## src/design/pbw_pkg.sv

```systemverilog
`timescale 1ns / 1ps

package pbw_pkg;

  // Resolution of the triangle before it is scaled into the level span.
  localparam int VALUE_BITS = 16;
  localparam logic [VALUE_BITS-1:0] FULL_SCALE = {VALUE_BITS{1'b1}};

  localparam int TIME_W  = 32;
  localparam int MS_W    = 24;
  localparam int LEVEL_W = 16;
  localparam int PHASE_W = 16;
  localparam int CFG_IDX_W = 3;
  localparam int CFG_DATA_W = 24;

  // The cycle sum of three 24 bit values needs 26 bits.
  localparam int DIV_DW = MS_W + 2;
  // The widest dividend is the ramp offset times full scale.
  localparam int DIV_NW = (MS_W + VALUE_BITS > TIME_W) ? MS_W + VALUE_BITS : TIME_W;

  localparam int PROD_W = VALUE_BITS + LEVEL_W;

  // Partial remainders of the division by full scale. Folding the high part of
  // the product onto the low part twice leaves a value below three full scales.
  localparam int FOLD_W = ((VALUE_BITS > LEVEL_W) ? VALUE_BITS : LEVEL_W) + 1;
  localparam logic [FOLD_W-1:0] FOLD_FS  = FOLD_W'(FULL_SCALE);
  localparam logic [FOLD_W-1:0] FOLD_FS2 = FOLD_W'({FULL_SCALE, 1'b0});

  localparam logic [CFG_IDX_W-1:0] REG_PERIOD       = 3'd0;
  localparam logic [CFG_IDX_W-1:0] REG_DWELL_BEFORE = 3'd1;
  localparam logic [CFG_IDX_W-1:0] REG_DWELL_AFTER  = 3'd2;
  localparam logic [CFG_IDX_W-1:0] REG_LOW_LEVEL    = 3'd3;
  localparam logic [CFG_IDX_W-1:0] REG_HIGH_LEVEL   = 3'd4;
  localparam logic [CFG_IDX_W-1:0] REG_PHASE_SHIFT  = 3'd5;

  // Flags that ride along with an item through the dividers.
  typedef struct packed {
    logic in_band;
    logic rising;
  } side_t;

endpackage

```

## src/design/pbw_div.sv

```systemverilog
`timescale 1ns / 1ps

// Restoring divider, one quotient bit per stage, DIV_NW stages.
module pbw_div (
  input  logic                         clk,
  input  logic                         rst,
  input  logic                         en,
  input  logic                         in_valid,
  input  logic [pbw_pkg::DIV_NW-1:0]   dividend,
  input  logic [pbw_pkg::DIV_DW-1:0]   divisor,
  input  pbw_pkg::side_t               in_side,
  output logic                         out_valid,
  output logic [pbw_pkg::DIV_NW-1:0]   quotient,
  output logic [pbw_pkg::DIV_DW-1:0]   remainder,
  output pbw_pkg::side_t               out_side
);
  import pbw_pkg::*;

  logic [DIV_NW-1:0] vld;
  logic [DIV_NW-1:0] num      [DIV_NW];
  logic [DIV_DW-1:0] rem      [DIV_NW];
  side_t             side     [DIV_NW];
  logic [DIV_NW-1:0] num_next [DIV_NW];
  logic [DIV_DW-1:0] rem_next [DIV_NW];

  always_comb begin
    logic [DIV_NW-1:0] src_num;
    logic [DIV_DW-1:0] src_rem;
    logic [DIV_DW:0]   trial;
    logic              ge;
    for (int k = 0; k < DIV_NW; k++) begin
      src_num = (k == 0) ? dividend : num[(k == 0) ? 0 : k - 1];
      src_rem = (k == 0) ? '0 : rem[(k == 0) ? 0 : k - 1];
      trial = {src_rem, src_num[DIV_NW-1]};
      ge = trial >= {1'b0, divisor};
      num_next[k] = {src_num[DIV_NW-2:0], ge};
      rem_next[k] = ge ? DIV_DW'(trial - {1'b0, divisor}) : trial[DIV_DW-1:0];
    end
  end

  always_ff @(posedge clk) begin
    if (rst) begin
      vld <= '0;
    end else if (en) begin
      vld <= {vld[DIV_NW-2:0], in_valid};
    end
  end

  always_ff @(posedge clk) begin
    if (en) begin
      for (int k = 0; k < DIV_NW; k++) begin
        num[k]  <= num_next[k];
        rem[k]  <= rem_next[k];
        side[k] <= (k == 0) ? in_side : side[(k == 0) ? 0 : k - 1];
      end
    end
  end

  assign out_valid = vld[DIV_NW-1];
  assign quotient  = num[DIV_NW-1];
  assign remainder = rem[DIV_NW-1];
  assign out_side  = side[DIV_NW-1];

endmodule

```

## config.mk

```make
export PLATFORM = sky130hd
export DESIGN_NAME = pbw_div
export DESIGN_NICKNAME = d
export VERILOG_FILES = /design/src/design/pbw_pkg.sv /design/src/design/pbw_div.sv
export SDC_FILE = /design/constraint.sdc
export NUM_CORES = 2
export LEC_CHECK = 0
export BUFFER_PORTS_ARGS = -buffer_cell sky130_fd_sc_hd__buf_2
export CORE_ASPECT_RATIO = 0.9
export CORE_MARGIN = 1
export CORE_UTILIZATION = 50
export DETAILED_ROUTE_END_ITERATION = 7
export HOLD_SLACK_MARGIN = 0.12
export PLACE_DENSITY_LB_ADDON = 0.1
export SLEW_MARGIN = 10
export SYNTH_ARGS = -nofsm -noshare
export SYNTH_HDL_FRONTEND = slang
export SYNTH_SLANG_ARGS = --single-unit
```

## constraint.sdc

```tcl
create_clock -name clk -period 14.8 [get_ports clk]
set_clock_uncertainty 0.05 [all_clocks]
set_input_delay 0.74 -clock clk [delete_from_list [all_inputs] [get_ports clk]]
set_output_delay 0.74 -clock clk [all_outputs]
set_load 0.01 [all_outputs]
```

## After elaboration in Yosys (flattened, before gate mapping)

Memories as Yosys holds them, arrays and structs flattened.
Cells that the tools add are included.

- $add $sub $neg: 40
- $lt $le $gt $ge: 40
- Mux-type cells: 42

Operators with widths:

| operator | count |
|---|---|
| >= comparator 27 x 26 -> 1 bit | 39 |
| two-way mux 26 bit | 40 |
| subtractor 26 bit | 39 |
| >= comparator 1 x 26 -> 1 bit | 1 |
| subtractor 1 x 26 -> 26 bit | 1 |
| two-way mux 1 bit | 2 |

- Bits in registers: 40
- Memory bits (writable): 2720
- Bits of input ports: 72
- Logic and storage cells: 126
- Memories: 3

Memory list:

| name | words | bits a word | rd ports | clocked after memory_dff | write ports | RTL line | source |
|---|---|---|---|---|---|---|---|
| num | 40 | 40 | 40 | 0 | 40 | pbw_div.sv:20 | `logic [DIV_NW-1:0] num [DIV_NW];` |
| rem | 40 | 26 | 40 | 0 | 40 | pbw_div.sv:21 | `logic [DIV_DW-1:0] rem [DIV_NW];` |
| side | 40 | 2 | 40 | 0 | 40 | pbw_div.sv:22 | `side_t side [DIV_NW];` |

## Longest topological paths before layout

- Depth in word-level cells: 2
- Mapped depth: 15
- Depth with buffers taken out: 14

## Worst setup path after synthesis

OpenSTA, ideal clock, no wires.

- Path kind: input-to-reg
- From: in divisor[1] in the netlist's numbering
- To: mem rem[2][16] in the netlist's numbering (data pin)
- Setup time: 0.260 ns
- Arrival: 6.005 ns
- Required time: 14.490 ns
- Slack: 8.485 ns
- Stages: 13
- Path buffers: 1
- Cell sequence: inv_1 ha_1 nor2b_1 o31a_1 o31ai_2 a211oi_1 a221o_1 a211o_1 a31oi_2 nor2b_1 o21ai_4 buf_6 mux2_2

RTL lines:

| item | RTL line | source |
|---|---|---|
| start, declared | pbw_div.sv:10 | `input logic [pbw_pkg::DIV_DW-1:0] divisor,` |
| end, declared | pbw_div.sv:21 |  |

==> results by group <==
Detailed routing
  – Routed WL: 349 mm
  – First DRT Iteration DRCs: 7511
  – DR vias: slightly above 90000
  – Vias per Instance: 5.83
  – DRC Markers: 0
  – DRT antenna net count: 0
  – Pre-Repair DR Iteration Count: 6
  – WL/cell: 21.9 um

Synthesis
  – Post-synth EDFFs: 2720
  – Post-synth cell types: 100
  – Synth area leaders: edfxtp_1 (56%), ha_1 (8.7%), mux2_2 (3.9%)
  – Synthesis Warnings: 0
  – Syn Nets: 12700
  – Area leader, netlist: edfxtp_1
  – Async S/R FF share, synth: 0%
  – Register area share after synthesis: 56.8%
  – Mapped cell area: 145000 um2
  – Primary FF master, synth: edfxtp_1
  – Synth Area per Inst: approximately 13 um2
  – Syn Inst Count: between 10000 and 15000
  – Yosys top cell area share: 56.2%
  – FF+latch count, synth: 2760

Die
  – Chip height: 513 um
  – Initial core utilization: 50.3%
  – IO Count: 141
  – Core ar.: 289000 um2
  – Row Count: 187
  – Die area: 293000 um2
  – Die X: 570 um

CTS
  – Clock root buffer: clkbuf_16
  – Worst-path clk slew: approximately 60 ps
  – Bufs on Longest Clock Path: 4
  – Clk_lat worst skew: 900 ps
  – CTS tree: done
  – TritonCTS buffer count: 300
  – H-tree depth: 5
  – Clk sinks: 2760
  – # resized after CTS: 0

Critical path
  – Worst path slowest cell: o31a_1
  – Reg2reg path depth: 12
  – CP Capture Type: flip-flop
  – Worst R2R Setup Slack: 10340 ps
  – Crit path cell chain: buf_2, inv_2, buf_4, ha_1, o21a_1, o31a_1, o31a_1, o41ai_4, o211a_1, o31ai_1, a21oi_2, a2bb2oi_1, o31a_1, buf_4, mux2_2
  – Worst setup path start: divisor[3]
  – Critical path's largest stage delay: 620 ps
  – Reg-to-Reg End: rem[2][150]$_DFFE_PP_
  – CP Launch Type: primary input
  – CP Data Arrival Time: ~5700 ps
  – Max Fanout on Critical Path: 22
  – Most common cell on crit path: o31a_1
  – CP Class: primary input to flip-flop
  – RR Startpoint: rem[2][104]$_DFFE_PP_
  – Critical Path RT: 15380 ps
  – Crit path to: rem[2][150]$_DFFE_PP_

Layout
  – FILL cells: 24100
  – Multi-input logic area: 59900 um2
  – Register area: a little over 80000 um2
  – Fin cells: about 16000
  – Share of layout cells above drive strength 1: between 10 and 15%
  – Final instance area: 160000 um2
  – Syn-to-layout area delta: 10.2%
  – Final #Nets: 13000

Placed design
  – DP Worst Slack: a little under 9000 ps
  – Placed inst area: 150000 um2
  – IO Port Bufs: between 100 and 150
  – RD Place Congestion: between 0.9 and 1
  – Post-detail-place hpwl: 239 mm
  – Dpl cells: 15400

Worst hold path
  – HP Start: dividend[39]
  – Hold depth: 3
  – Worst hold path class: primary input to flip-flop

Global routing
  – First-pass GRT wire length: 533 mm
  – Initial antenna violation count: 12
  – Gr ovfl total: 0
  – Overall Global Routing Usage: a little under a quarter
  – Largest net degree at the start of global routing: between 150 and 200
  – Vias in the first global route: 90500

Status
  – Outcome: completed

Power
  – Worst vdd ir: approximately 0.00015 V
  – Leakage: 0.0612 uW
  – Pwr Density: 227 nW/um2
  – Tot Pwr: between 30000 and 40000 uW

Timing
  – Worst Tran Pin Value: 1170 ps
  – Setup ws final: 9730 ps
  – RSZ-0062 raised after global routing: no
  – TNS Setup: 0 ps
  – Peak Freq: 197 MHz
  – Relative slew slack: 22.2%
  – Minimum clock period: 5070 ps
  – Final Max Tran Viols: 0
  – Crit share post-route: 34.3%
  – # setup viols final: 0
  – Endpoints failing hold: 0

Run
  – MaxCap Viol Count: 0
-- routing by layer --
layer | global-route usage (%) | wire length, um
met1 | 32.0 | 155000
met2 | 38.6 | 164000
met3 | 2.73 | 17400
met4 | 8.14 | 12500
met5 | 0 | 34
-- placed cells by master, fill, tap and decap left out, types with 55 or more instances in the layout --
| cell | count |
|---|---|
| inv_1 | 338 |
| xor2_1 | 310 |
| a21oi_1 | 952 |
| and3_1 | 101 |
| o21a_1 | 159 |
| o21ai_0 | 628 |
| ha_1 | 1016 |
| nand3_1 | 207 |
| nand2b_1 | 117 |
| buf_4 | 105 |
| xnor2_1 | 532 |
| a31oi_1 | 91 |
| mux2_2 | 498 |
| clkbuf_16 | 305 |
| a21boi_0 | 55 |
| o31ai_1 | 67 |
| a211oi_1 | 72 |
| o21bai_1 | 134 |
| nand4_1 | 148 |
| clkinv_1 | 59 |
| nor2_1 | 738 |
| edfxtp_1 | 2720 |
| mux2i_1 | 78 |
| a21o_1 | 534 |
| nor2b_1 | 136 |
| clkbuf_1 | 57 |
| nor3_1 | 137 |
| nand2_1 | 650 |
| buf_2 | 138 |
-- worst max-delay path, delay by kind of cell --
kind / cells / cell delay (ps)
AOI/OAI and AO/OA: 9 / 2390
buffers and inverters: 4 / 1680
adders and majority gates: 1 / 380
muxes: 1 / 380
-- state kept, by name, indices dropped and copies added, names as in the netlist --
register,count
vld,40
side,80
rem,1040
num,1600
-- synthesized netlist by cell type, drive strengths merged, types with 135 or more instances --
library cell,number
mux2,540
nor2,739
ha,1016
o21a,159
xor2,310
nor2b,136
inv,364
nand3,208
a21o,534
clkbuf,199
edfxtp,2720
buf,156
o21ai,645
o21bai,135
nor3,139
a21oi,954
nand4,148
nand2,650
xnor2,532
-- kinds of logic after synthesis --
kind of cell / share of synthesized area [%]
AO/OA/AOI/OAI: 13.9
flip-flops: 56.8
AND/OR/NAND/NOR: 8.15
adder cells (fa/ha/maj): 9.29
XOR/XNOR: 5.07
buffers and inverters: 2.14
multiplexers: 4.72
-- through the flow --
step	util, %	hold slack, ps
after global placement	52.1	350
after CTS	55.5	199
final	55.5	291
after detailed placement	52.1	355
after global routing	55.5	280
after floorplan	-	350
-- how the worst min path moves through the flow --
| stage | to | slack [ps] |
|---|---|---|
| after CTS | rem[0][0]$_DFFE_PP_ | 200 |
| final | rem[0][0]$_DFFE_PP_ | 290 |
| after detailed placement | num[0][116]$_DFFE_PP_ | 350 |
| after floorplan | num[0][100]$_DFFE_PP_ | 350 |
| after global placement | num[1][47]$_DFFE_PP_ | 350 |
| after global routing | rem[0][0]$_DFFE_PP_ | 280 |
-- final cells by class --
cell class              instances  share of cell area, %
inverters                     364                  0.856
diodes                          3                0.00469
repair buffers                299                   1.35
clock inverters               170                  0.975
well taps                    3874                   3.03
flip-flops and latches       2760                   51.5
clock buffers                 364                   4.92
multi-input cells            8131                   37.4
-- timing repair --
action,in CTS,in global routing
endpoints found under the setup margin,0,0
hold buffers,44,0
buffers inserted,0,0
endpoints found under the hold margin,43,0
-- where the power goes --
part | leakage (uW) | internal, uW | total [uW] | switching [uW]
combinational | 0.0298 | 7260 | 16300 | 9080
sequential | 0.0269 | 11500 | 12900 | 1350
clock | 0.00454 | 4080 | 7200 | 3120
total | 0.0612 | 22800 | 36400 | 13600
Note: power is estimated with default switching activity, not from simulation.
